## src/design/mtk_pkg.sv

```systemverilog
// ----------------------------------------------------------------------------
// mtk_pkg: shared types, codes and key tables
// Event and action codes, the result word and the multi-tap character
// tables used by the keypad entry block.
// ----------------------------------------------------------------------------
`default_nettype none

package mtk_pkg;

    // text length limit, letter case offset, key count and tap timeout reset value
    localparam logic [7:0]  MAX_LEN     = 8'd128;
    localparam logic [7:0]  CASE_SHIFT  = 8'd32;
    localparam logic [3:0]  NUM_KEYS    = 4'd12;
    localparam logic [15:0] TIMEOUT_RST = 16'd1000;

    // configuration register indexes (byte address bit 2)
    localparam logic [0:0]  REG_TAP_TIMEOUT = 1'b0;

    // input event kinds
    localparam logic [2:0] KIND_TICK   = 3'd0;
    localparam logic [2:0] KIND_KEY    = 3'd1;
    localparam logic [2:0] KIND_BACK   = 3'd2;
    localparam logic [2:0] KIND_CASE   = 3'd3;
    localparam logic [2:0] KIND_FINISH = 3'd4;

    // result actions
    localparam logic [1:0] ACT_APPEND  = 2'd0;
    localparam logic [1:0] ACT_REPLACE = 2'd1;
    localparam logic [1:0] ACT_ERASE   = 2'd2;
    localparam logic [1:0] ACT_END     = 2'd3;

    typedef struct packed {
        logic [2:0] kind;
        logic [3:0] key_code;
    } t_item;

    typedef struct packed {
        logic [1:0] action;
        logic [6:0] char_code;
        logic [7:0] text_length;
    } t_result;

    // number of characters in a key's cycle
    function automatic logic [2:0] cycle_len(input logic [3:0] key);
        logic [2:0] n;
        unique case (key)
            4'd0, 4'd1:                      n = 3'd2;
            4'd2, 4'd3, 4'd4, 4'd5, 4'd6:    n = 3'd4;
            4'd7, 4'd9:                      n = 3'd5;
            4'd8:                            n = 3'd4;
            default:                         n = 3'd1;
        endcase
        return n;
    endfunction

    // character at a position of a key's cycle, before case shift
    function automatic logic [7:0] cycle_char(input logic [3:0] key, input logic [2:0] pos);
        logic [7:0] c;
        c = 8'h00;
        unique case (key)
            4'd0: if (pos == 3'd0) c = "0"; else if (pos == 3'd1) c = " ";
            4'd1: if (pos == 3'd0) c = "1"; else if (pos == 3'd1) c = ";";
            4'd7: unique case (pos)
                3'd0: c = "7";
                3'd1: c = "P";
                3'd2: c = "Q";
                3'd3: c = "R";
                3'd4: c = "S";
                default: c = 8'h00;
            endcase
            4'd9: unique case (pos)
                3'd0: c = "9";
                3'd1: c = "W";
                3'd2: c = "X";
                3'd3: c = "Y";
                3'd4: c = "Z";
                default: c = 8'h00;
            endcase
            4'd2, 4'd3, 4'd4, 4'd5, 4'd6, 4'd8: begin
                // three letters after the digit, letters laid out in key order
                if (pos == 3'd0) begin
                    c = 8'h30 + {4'd0, key};
                end else if (pos <= 3'd3) begin
                    priority case (key)
                        4'd2:    c = 8'h40 + {5'd0, pos};
                        4'd3:    c = 8'h43 + {5'd0, pos};
                        4'd4:    c = 8'h46 + {5'd0, pos};
                        4'd5:    c = 8'h49 + {5'd0, pos};
                        4'd6:    c = 8'h4C + {5'd0, pos};
                        default: c = 8'h53 + {5'd0, pos};
                    endcase
                end
            end
            4'd10: if (pos == 3'd0) c = "*";
            4'd11: if (pos == 3'd0) c = "#";
            default: c = 8'h00;
        endcase
        return c;
    endfunction

    // character with the case flag applied to letters only
    function automatic logic [6:0] key_char(input logic [3:0] key, input logic [2:0] pos,
                                            input logic lower);
        logic [7:0] c;
        c = cycle_char(key, pos);
        if (lower && c >= "A" && c <= "Z") begin
            c = c + CASE_SHIFT;
        end
        return c[6:0];
    endfunction

endpackage

`default_nettype wire

```

## src/design/mtk_if.sv

```systemverilog
// ----------------------------------------------------------------------------
// mtk_if: keypad event and edit result channels
// Valid/ready channels that carry one event word and one edit word.
// ----------------------------------------------------------------------------
`default_nettype none

interface mtk_in_if;
    logic       valid;
    logic       ready;
    logic [2:0] kind;
    logic [3:0] key_code;

    modport source (output valid, output kind, output key_code, input ready);
    modport sink   (input valid, input kind, input key_code, output ready);
endinterface

interface mtk_out_if;
    logic       valid;
    logic       ready;
    logic [1:0] action;
    logic [6:0] char_code;
    logic [7:0] text_length;

    modport source (output valid, output action, output char_code, output text_length,
                    input ready);
    modport sink   (input valid, input action, input char_code, input text_length,
                    output ready);
endinterface

`default_nettype wire

```

## src/design/mtk_core.sv

```systemverilog
// ----------------------------------------------------------------------------
// mtk_core: multi-tap entry state and edit decision
// Holds the tap window, case flag and text length, and works out the edit
// for one event word combinationally.
// ----------------------------------------------------------------------------
`default_nettype none

module mtk_core (
    input  wire logic            i_clk,
    input  wire logic            i_rst_n,
    input  wire logic            i_step,
    input  wire mtk_pkg::t_item  i_item,
    input  wire logic [15:0]     i_tap_timeout,
    output logic                 o_res_valid,
    output mtk_pkg::t_result     o_res
);
    import mtk_pkg::*;

    logic [3:0]  r_last_key,   n_last_key;
    logic [2:0]  r_tap_count,  n_tap_count;
    logic [15:0] r_idle_ticks, n_idle_ticks;
    logic        r_window,     n_window;
    logic        r_lower,      n_lower;
    logic [7:0]  r_length,     n_length;

    logic [15:0] idle_inc;
    logic [2:0]  tap_inc;
    logic        same_key;

    assign idle_inc = (r_idle_ticks != 16'hFFFF) ? r_idle_ticks + 16'd1 : r_idle_ticks;
    assign tap_inc  = (r_tap_count + 3'd1 >= cycle_len(i_item.key_code)) ? 3'd0
                    : r_tap_count + 3'd1;
    assign same_key = r_window && (i_item.key_code == r_last_key) && (r_length != 8'd0);

    // next state and edit word for the current event
    always_comb begin
        n_last_key   = r_last_key;
        n_tap_count  = r_tap_count;
        n_idle_ticks = r_idle_ticks;
        n_window     = r_window;
        n_lower      = r_lower;
        n_length     = r_length;
        o_res_valid  = 1'b0;
        o_res        = '{action: ACT_APPEND, char_code: 7'd0, text_length: r_length};
        unique case (i_item.kind)
            KIND_TICK: begin
                n_idle_ticks = idle_inc;
                if (r_window && idle_inc >= i_tap_timeout) begin
                    n_window = 1'b0;
                end
            end
            KIND_KEY: begin
                if (i_item.key_code < NUM_KEYS) begin
                    if (same_key) begin
                        n_tap_count  = tap_inc;
                        n_idle_ticks = 16'd0;
                        o_res_valid  = 1'b1;
                        o_res.action = ACT_REPLACE;
                        o_res.char_code = key_char(i_item.key_code, tap_inc, r_lower);
                    end else if (r_length < MAX_LEN) begin
                        n_tap_count  = 3'd0;
                        n_last_key   = i_item.key_code;
                        n_idle_ticks = 16'd0;
                        n_window     = 1'b1;
                        n_length     = r_length + 8'd1;
                        o_res_valid  = 1'b1;
                        o_res.action = ACT_APPEND;
                        o_res.char_code   = key_char(i_item.key_code, 3'd0, r_lower);
                        o_res.text_length = r_length + 8'd1;
                    end
                end
            end
            KIND_BACK: begin
                if (r_length != 8'd0) begin
                    n_length    = r_length - 8'd1;
                    n_window    = 1'b0;
                    n_tap_count = 3'd0;
                    o_res_valid = 1'b1;
                    o_res.action      = ACT_ERASE;
                    o_res.text_length = r_length - 8'd1;
                end
            end
            KIND_CASE: begin
                n_lower = ~r_lower;
            end
            KIND_FINISH: begin
                o_res_valid  = 1'b1;
                o_res.action = ACT_END;
                n_length     = 8'd0;
                n_tap_count  = 3'd0;
                n_idle_ticks = 16'd0;
                n_window     = 1'b0;
                n_lower      = 1'b0;
            end
            default: begin
            end
        endcase
    end

    // entry state, updated once per processed event
    always_ff @(posedge i_clk) begin
        if (!i_rst_n) begin
            r_last_key   <= 4'd0;
            r_tap_count  <= 3'd0;
            r_idle_ticks <= 16'd0;
            r_window     <= 1'b0;
            r_lower      <= 1'b0;
            r_length     <= 8'd0;
        end else if (i_step) begin
            r_last_key   <= n_last_key;
            r_tap_count  <= n_tap_count;
            r_idle_ticks <= n_idle_ticks;
            r_window     <= n_window;
            r_lower      <= n_lower;
            r_length     <= n_length;
        end
    end

endmodule

`default_nettype wire

```

## src/design/multi_tap_keypad_entry_top.sv

```systemverilog
// ----------------------------------------------------------------------------
// multi_tap_keypad_entry_top: multi-tap keypad text entry
// Turns keypad events into append, replace, erase and end-of-entry edits.
//
// i_in carries one event word per handshake: a tick, a key press, a
// backspace, a case toggle or a finish. o_out carries at most one edit word
// per event; ticks, case toggles, ignored keys and dropped presses give none.
// The APB port holds tap_timeout at byte address 0 (reset 1000 ticks).
// An event is captured in an input register and decided there by the single
// decision stage; its edit word moves into the output register once that
// register is free or being taken. One event is taken per cycle while the
// receiver keeps taking edit words. When the
// receiver stalls, the edit word holds in the output register while the
// next event still waits in the input register; i_in.ready drops only while
// both are full. Reset empties both registers, clears the text and case
// state, and sets tap_timeout back to 1000; no clearing pass follows.
// ----------------------------------------------------------------------------
`default_nettype none

module multi_tap_keypad_entry_top (
    input  wire logic         i_clk,
    input  wire logic         i_rst_n,
    mtk_in_if.sink            i_in,
    mtk_out_if.source         o_out,
    input  wire logic         psel,
    input  wire logic         penable,
    input  wire logic         pwrite,
    input  wire logic [2:0]   paddr,
    input  wire logic [31:0]  pwdata,
    output logic [31:0]       prdata,
    output logic              pready
);
    import mtk_pkg::*;

    logic [15:0] r_tap_timeout;
    logic        r_in_valid;
    t_item       r_in;
    logic        r_out_valid;
    t_result     r_out;
    logic        advance;
    logic        res_valid;
    t_result     res;

    // register access
    assign pready = 1'b1;
    assign prdata = (paddr[2] == REG_TAP_TIMEOUT) ? {16'd0, r_tap_timeout} : 32'd0;

    always_ff @(posedge i_clk) begin
        if (!i_rst_n) begin
            r_tap_timeout <= TIMEOUT_RST;
        end else if (psel && penable && pwrite && pready && paddr[2] == REG_TAP_TIMEOUT) begin
            r_tap_timeout <= pwdata[15:0];
        end
    end

    // input register moves on when the output register can take its word
    assign advance    = r_in_valid && (!r_out_valid || o_out.ready);
    assign i_in.ready = !r_in_valid || advance;

    always_ff @(posedge i_clk) begin
        if (!i_rst_n) begin
            r_in_valid <= 1'b0;
        end else if (i_in.ready) begin
            r_in_valid <= i_in.valid;
        end
    end

    always_ff @(posedge i_clk) begin
        if (i_in.ready && i_in.valid) begin
            r_in <= '{kind: i_in.kind, key_code: i_in.key_code};
        end
    end

    // edit decision
    mtk_core u_core (
        .i_clk         (i_clk),
        .i_rst_n       (i_rst_n),
        .i_step        (advance),
        .i_item        (r_in),
        .i_tap_timeout (r_tap_timeout),
        .o_res_valid   (res_valid),
        .o_res         (res)
    );

    // output register
    always_ff @(posedge i_clk) begin
        if (!i_rst_n) begin
            r_out_valid <= 1'b0;
        end else if (advance) begin
            r_out_valid <= res_valid;
        end else if (o_out.ready) begin
            r_out_valid <= 1'b0;
        end
    end

    always_ff @(posedge i_clk) begin
        if (advance && res_valid) begin
            r_out <= res;
        end
    end

    assign o_out.valid       = r_out_valid;
    assign o_out.action      = r_out.action;
    assign o_out.char_code   = r_out.char_code;
    assign o_out.text_length = r_out.text_length;

    // checks
    a_stall_only_when_full: assert property (@(posedge i_clk) disable iff (!i_rst_n)
        !i_in.ready |-> (r_in_valid && r_out_valid && !o_out.ready))
        else $error("input stalled while a register was free");

    a_append_nonempty: assert property (@(posedge i_clk) disable iff (!i_rst_n)
        (r_out_valid && r_out.action == ACT_APPEND) |-> (r_out.text_length != 8'd0))
        else $error("append reported an empty text");

    a_length_limit: assert property (@(posedge i_clk) disable iff (!i_rst_n)
        r_out_valid |-> (r_out.text_length <= MAX_LEN))
        else $error("text length beyond limit");

    a_no_char_on_erase: assert property (@(posedge i_clk) disable iff (!i_rst_n)
        (r_out_valid && (r_out.action == ACT_ERASE || r_out.action == ACT_END))
        |-> (r_out.char_code == 7'd0))
        else $error("character on erase or end of entry");

    a_word_taken_or_held: assert property (@(posedge i_clk) disable iff (!i_rst_n)
        (r_out_valid && !o_out.ready) |=> (r_out_valid && $stable(r_out)))
        else $error("stalled edit word changed");

endmodule

`default_nettype wire
```

## src/flat_wrapper.sv

```systemverilog
// flat-port wrapper written by rule: the top's interface ports become plain ports
module multi_tap_keypad_entry_top_flat import mtk_pkg::*;
  (i_clk, i_rst_n, psel, penable, pwrite, paddr, pwdata, prdata, pready, i_in_valid, i_in_kind, i_in_key_code, i_in_ready, o_out_valid, o_out_action, o_out_char_code, o_out_text_length, o_out_ready);
  mtk_in_if i_in_i ();
  mtk_out_if o_out_i ();
  input  wire logic i_clk;
  input  wire logic i_rst_n;
  input  wire logic psel;
  input  wire logic penable;
  input  wire logic pwrite;
  input  wire logic [2:0] paddr;
  input  wire logic [31:0] pwdata;
  output logic [31:0] prdata;
  output logic pready;
  input wire logic [$bits(i_in_i.valid)-1:0] i_in_valid;
  input wire logic [$bits(i_in_i.kind)-1:0] i_in_kind;
  input wire logic [$bits(i_in_i.key_code)-1:0] i_in_key_code;
  output wire logic [$bits(i_in_i.ready)-1:0] i_in_ready;
  output wire logic [$bits(o_out_i.valid)-1:0] o_out_valid;
  output wire logic [$bits(o_out_i.action)-1:0] o_out_action;
  output wire logic [$bits(o_out_i.char_code)-1:0] o_out_char_code;
  output wire logic [$bits(o_out_i.text_length)-1:0] o_out_text_length;
  input wire logic [$bits(o_out_i.ready)-1:0] o_out_ready;
  assign i_in_i.valid = i_in_valid;
  assign i_in_i.kind = i_in_kind;
  assign i_in_i.key_code = i_in_key_code;
  assign i_in_ready = i_in_i.ready;
  assign o_out_valid = o_out_i.valid;
  assign o_out_action = o_out_i.action;
  assign o_out_char_code = o_out_i.char_code;
  assign o_out_text_length = o_out_i.text_length;
  assign o_out_i.ready = o_out_ready;
  multi_tap_keypad_entry_top u_core (.i_clk(i_clk), .i_rst_n(i_rst_n), .i_in(i_in_i), .o_out(o_out_i), .psel(psel), .penable(penable), .pwrite(pwrite), .paddr(paddr), .pwdata(pwdata), .prdata(prdata), .pready(pready));
endmodule
```

## config.mk

```make
export PLATFORM = sky130hd
export DESIGN_NAME = multi_tap_keypad_entry_top_flat
export DESIGN_NICKNAME = d
export VERILOG_FILES = /design/src/design/mtk_pkg.sv /design/src/design/mtk_if.sv /design/src/design/mtk_core.sv /design/src/design/multi_tap_keypad_entry_top.sv /design/src/flat_wrapper.sv
export SDC_FILE = /design/constraint.sdc
export NUM_CORES = 1
export LEC_CHECK = 0
export BUFFER_PORTS_ARGS = -buffer_cell sky130_fd_sc_hd__buf_4
export CORE_ASPECT_RATIO = 0.6
export CORE_MARGIN = 5
export CORE_UTILIZATION = 40
export CTS_CLUSTER_SIZE = 28
export DETAILED_ROUTE_END_ITERATION = 8
export MAX_ROUTING_LAYER = met4
export PLACE_DENSITY = 0.61
export SYNTH_ARGS = -nofsm -noshare
export SYNTH_HDL_FRONTEND = slang
export SYNTH_HIERARCHICAL = 1
export SYNTH_SLANG_ARGS = --single-unit
```

## constraint.sdc

```tcl
create_clock -name i_clk -period 5.4 [get_ports i_clk]
set_input_delay 1.08 -clock i_clk [delete_from_list [all_inputs] [get_ports i_clk]]
set_output_delay 1.08 -clock i_clk [all_outputs]
set_load 0.02 [all_outputs]
```

Word-level counts from Yosys, hierarchy flattened. Memory sizes are Yosys's and may differ from the RTL's. A register that Yosys moved wholly into a read port is not among the register bits. Cells that the tools add are included.

Register bits after elaboration: 75. ROM bits: 48. Input port bits: 49. Output and inout bits: 52. Memories kept: 1.

$add $sub $neg: 13. Order comparisons: 9. Equal/unequal tests: 27. Mux-type cells: 61. Bitwise operators: 3. Reductions and logical operators: 34.

Memories: (name not given) (depth 16, width 3, read ports 1, clocked after memory_dff 1, wr ports 0, line mtk_pkg.sv:46) `unique case (key)`.

Operators with widths (count): $mux W8 (14); $mux W16 (5); $pmux W7 S5 (2); $pmux W8 S7 (1); $pmux W7 S7 (1); $add A7 B3 Y8 const A (6); $pmux W16 S3 (1); $pmux W8 S5 (1); $mux W6 (6); $pmux W8 S3 (1); $mux W17 (1); $add A16 B1 Y16 const B (1); $eq A4 B3 Y1 const B (4); $eq A4 B4 Y1 const B (4); $ge A16 B16 Y1 (1); $ge A8 B7 Y1 const B (2); $le A8 B7 Y1 const B (2); $ne A16 B16 Y1 const B (1); $pmux W8 S2 (1); $mux W15 (1); $mux W3 (5); $reduce_and A5 Y1 (3); $add A7 B6 Y7 const B (2); $mux W7 (2); 39 further kinds (79).

Depth between registers and ports, before layout.
Depth in word-level cells: 18. Gate-level depth with buffers: 20. Depth with buffers taken out: 18.

Modules after synthesis. Netlist, hierarchy kept.

Modules (own cells, without submodules): mtk_core (instances 1, cells each 549, area each 3824.9 um2); multi_tap_keypad_entry_top (instances 1, cells each 141, area each 1752.9 um2).

Worst setup path after synthesis. Ideal clock, no wire load.

Kind: register to register. Start point: register u_core/r_in[3] in the netlist's numbering. End point: register u_core.r_out (netlist bit u_core/o_out.char_code[5]), data pin. Setup time: 0.270 ns. Data arrival time: 4.146 ns. Required time: 5.130 ns. Slack: 0.984 ns. Stages on the path, launching flop included: 20. Path buffers: 2. Path through: edfxtp_1 > buf_2 > clkbuf_1 > or3_1 > nand2_1 > ha_1 > a21o_2 > a31oi_4 > nand2_1 > inv_1 > ha_1 > ha_1 > inv_1 > o32a_1 > nand3_1 > nand3_1 > and3b_1 > or4_1 > a41oi_1 > o21ai_1.

Longest elaborated chain between the ends: 13. Elaborated cells on any way between the ends: 45. Classes of those cells: 3 x add/sub; 5 x order compare; 12 x eq/ne; 16 x mux; 9 x reduce/logical.

RTL lines: from (decl) (line multi_tap_keypad_entry_top.sv:37) `t_item r_in;`; from (signal assigned) (line multi_tap_keypad_entry_top.sv:70) `r_in <= '{kind: i_in.kind, key_code: i_in.key_code};`; branches (longest 13 deep; another with $ge A8 B7 Y1); to (signal assigned) (line multi_tap_keypad_entry_top.sv:98) `r_out <= res;`; to (decl) (line multi_tap_keypad_entry_top.sv:39) `t_result r_out;`.

Parallel ways; which one is timed is not known. The select of a mux whose other input is x is not followed. A chain may end at the register's enable or synchronous reset.

Final worst setup path.
Start point: register u_core/r_in[1] in the netlist's numbering. End point: register u_core.r_out (netlist bit u_core/o_out.char_code[5]), data pin.

Same word-level chain as after synthesis.

==> results.md <==
* Number of DRC markers in iteration 0 at 502
* Critical path class: flop to flop
* Hold Worst Slack at 0.4770 ns
* Via Count at 5,200
* Library cells used by synthesis at 75
* Worst hold-check path type: flop to flop
* Overall power at 0.001404 W
* Most common cell in the netlist: nand2_1
* Max-cap violations at 0
* Top cells by count, synth: 80 x nand2_1, 63 x nor2_1, 51 x dfxtp_1, 41 x a21oi_1
* DR WL/cell at 16.57 um
* Max IR drop VDD at 0.1326 mV
* P_leak at 2.619 nW
* CTS Buf Count at 9
* Starting Density at 0.4081
* Pwr per Cell Area at 219.6 nW/um2
* Setup TNS at 0 ns
* Largest net degree at the start of global routing at 38
* Least-Margin Pin Slew at 1.054 ns
* Worst-Skew Late Latency at 0.34 ns
* Cells after Synth at 690
* Startpoint Class: flop
* Final hold vios at 0
* Reg power frac at 0.433
* Rel. slew slack at 0.2965
* Vias in the first global route at 4,923
* Ys flop type: dfxtp_1
* CP Max Fanout at 19
* Post-Syn Area at 5578 um2
* P_int at 0.001027 W
* Comb pwr share at 0.147
* CP Data Arrival Time at 4.85 ns
* First-pass DRT Iterations at 5
* Layout Cells excl Fill at 931
* Cts hold-fix bufs at 0
* Placed cell count at 915
* Final slew viol count at 0
* Reg-to-Reg Start: u_core/r_in[1]$_DFFE_PP_
* Outcome: finished, final reports clean
* Chip height at 101.5 um
* Inserted Diodes at 0
* Yosys top cell by area: dfxtp_1
* PortBufs at 65
* Rows at 33
* Residual DRC at 0
* Clock Power Share at 0.420
* Placeable Area at 13,670 um2
* Fmax at 209.5 MHz
* Ys async rst share at 0
* FF+latch count, synth at 75
* Num Clock Sinks at 75
* Crit path from: u_core/r_in[1]$_DFFE_PP_
* DP Wirelength at 11.86 mm
* Synth Warn # at 6
* DRT Wirelength at 15.42 mm
* Clock tree from TritonCTS: built
* First-pass GRT wire length at 25.10 mm
* Maximum clock path buffer count at 2
* Final Skew at 0.009288 ns
* Root buffer cell: clkbuf_16
* Sw frac at 0.2686
* IO Pins at 101
* Die area at 16,480 um2
* Clock slew at reported path FFs at 0.06 ns
* Antenna viol nets, final at 0
* Remaining global-route overflow at 0
* Layout cells sized above 1 at 0.1434
* Hold Path Origin: u_core/r_tap_timeout[10]$_SDFFE_PN0P_
* Avg Inst Size Synth at 8.084 um2
* Critical path endpoint category: flop
* H-tree lvl count at 3
* Initial antenna violation count at 0
* Post-CTS sizing at 0
* Area share of the leading cell type in the synthesized netlist at 0.1830
* Unrepaired setup endpoints after global routing: false
* Psw at 0.0003770 W
* WP data required at 5.48 ns
* Final setup viols at 0
* Layout Utilization at 0.4677
* Gr usage total at 0.1942
* Seq/Total Area, Yosys at 0.3122
* Final Net Count at 819
* Post-CTS setup buffer count at 0
* Drt via density at 5.585
* Routability cong. at 0.9433
* Crit path time final at 4.774 ns
* Die X at 162.5 um
* Area delta synth->final at 14.60%
* Number of synthesized flops with an enable pin at 24
* Largest cells by area after synthesis: dfxtp_1 18%, edfxtp_1 13%, ha_1 8.1%
* Final period util at 0.8840
flip-flops by register name (all words and copies together), names as in the netlist:
| signal | count |
|---|---|
| u_core/u_core/r_length | 8 |
| u_core/u_core/r_window | 1 |
| u_core/u_core/r_last_key | 4 |
| u_core/o_out.valid | 1 |
| u_core/o_out.action | 2 |
| u_core/r_in | 7 |
| u_core/u_core/r_lower | 1 |
| u_core/u_core/r_tap_count | 3 |
| u_core/o_out.text_length | 8 |
| u_core/o_out.char_code | 7 |
| u_core/r_tap_timeout | 16 |
| u_core/u_core/r_idle_ticks | 16 |
| u_core/r_in_valid | 1 |
worst paths after layout:
| kind | cells past startpoint | endpoint | slack, ns |
|---|---|---|---|
| setup reg to reg | 15 | u_core/o_out.char_code[5]$_DFFE_PP_ | 0.63 |
| hold / removal | 2 | u_core/r_tap_timeout[10]$_SDFFE_PN0P_ | 0.48 |
| setup / recovery | 15 | u_core/o_out.char_code[5]$_DFFE_PP_ | 0.63 |
| hold reg to reg | 2 | u_core/r_tap_timeout[10]$_SDFFE_PN0P_ | 0.48 |
power groups by stage:
stage	clock network [W]	registers, W	logic (W)
after floorplan	0	0.000612	0.000152
after global placement	0	0.000619	0.000201
after detailed placement	0	0.000619	0.000203
after CTS	0.000599	0.000607	0.000203
after global routing	0.000630	0.000609	0.000227
final	0.000589	0.000607	0.000207
cell families after synthesis:
kind of cell / after synthesis / share of synthesized area
and+or+nand+nor: 274 / 0.2463
AOI/OAI and AO/OA: 165 / 0.1976
buffers and inverters: 93 / 0.08389
DFF: 75 / 0.3122
adders and majority gates: 36 / 0.08075
muxes: 24 / 0.04352
xor gates and xnor gates: 21 / 0.03432
other: 2 / 0.001346
layer usage:
| metal | vias up | wire (um) | global-route usage |
|---|---|---|---|
| met4 | 0 | 95 | 0.03964 |
| li1 | 2520 | - | - |
| met2 | 264 | 5787 | 0.2475 |
| met5 | - | 0 | - |
| met3 | 9 | 1502 | 0.04717 |
| met1 | 2407 | 8039 | 0.3021 |
worst max-delay path, stage by stage (launching register included):
cell and delay [ns]:
edfxtp_1 0.64, o21ai_0 0.40, nand2_1 0.10, ha_1 0.34
a21o_2 0.25, a31oi_4 0.25, nand2_1 0.24, ha_1 0.39
nand2b_1 0.16, o21ai_0 0.10, o31ai_1 0.40, a32oi_1 0.18
and3b_1 0.24, or4_1 0.53, a41oi_1 0.21, o21ai_1 0.08
layout make-up:
cell class	count	area, um2
Sequential cell	75	1742
Multi-Input combinational cell	537	3425
Timing Repair Buffer	73	548.0
Clock inverter	5	55.05
Inverter	38	150.1
Fill cell	1327	7274
Tap cell	192	240.2
Clock buffer	11	232.7
through the flow:
step                      setup WS, ns  cell area, um2
after floorplan                 0.9845            5634
after global placement          0.7379            6105
after detailed placement        0.7072            6105
after CTS                       0.6990            6392
after global routing            0.3754            6392
final                           0.6263            6392
cell usage in the layout, fill, tap and decap left out, types with 18 or more instances in the layout:
cell,synthesis,layout
buf_4,18,73
nor2_1,63,63
inv_1,36,36
nor2b_1,28,28
nand3_1,18,18
mux2i_1,22,22
a21oi_1,41,41
nand2_1,80,80
dfxtp_1,51,51
ha_1,36,36
edfxtp_1,24,24
o21ai_0,36,36
No activity file was read; power rests on OpenSTA's default activity.
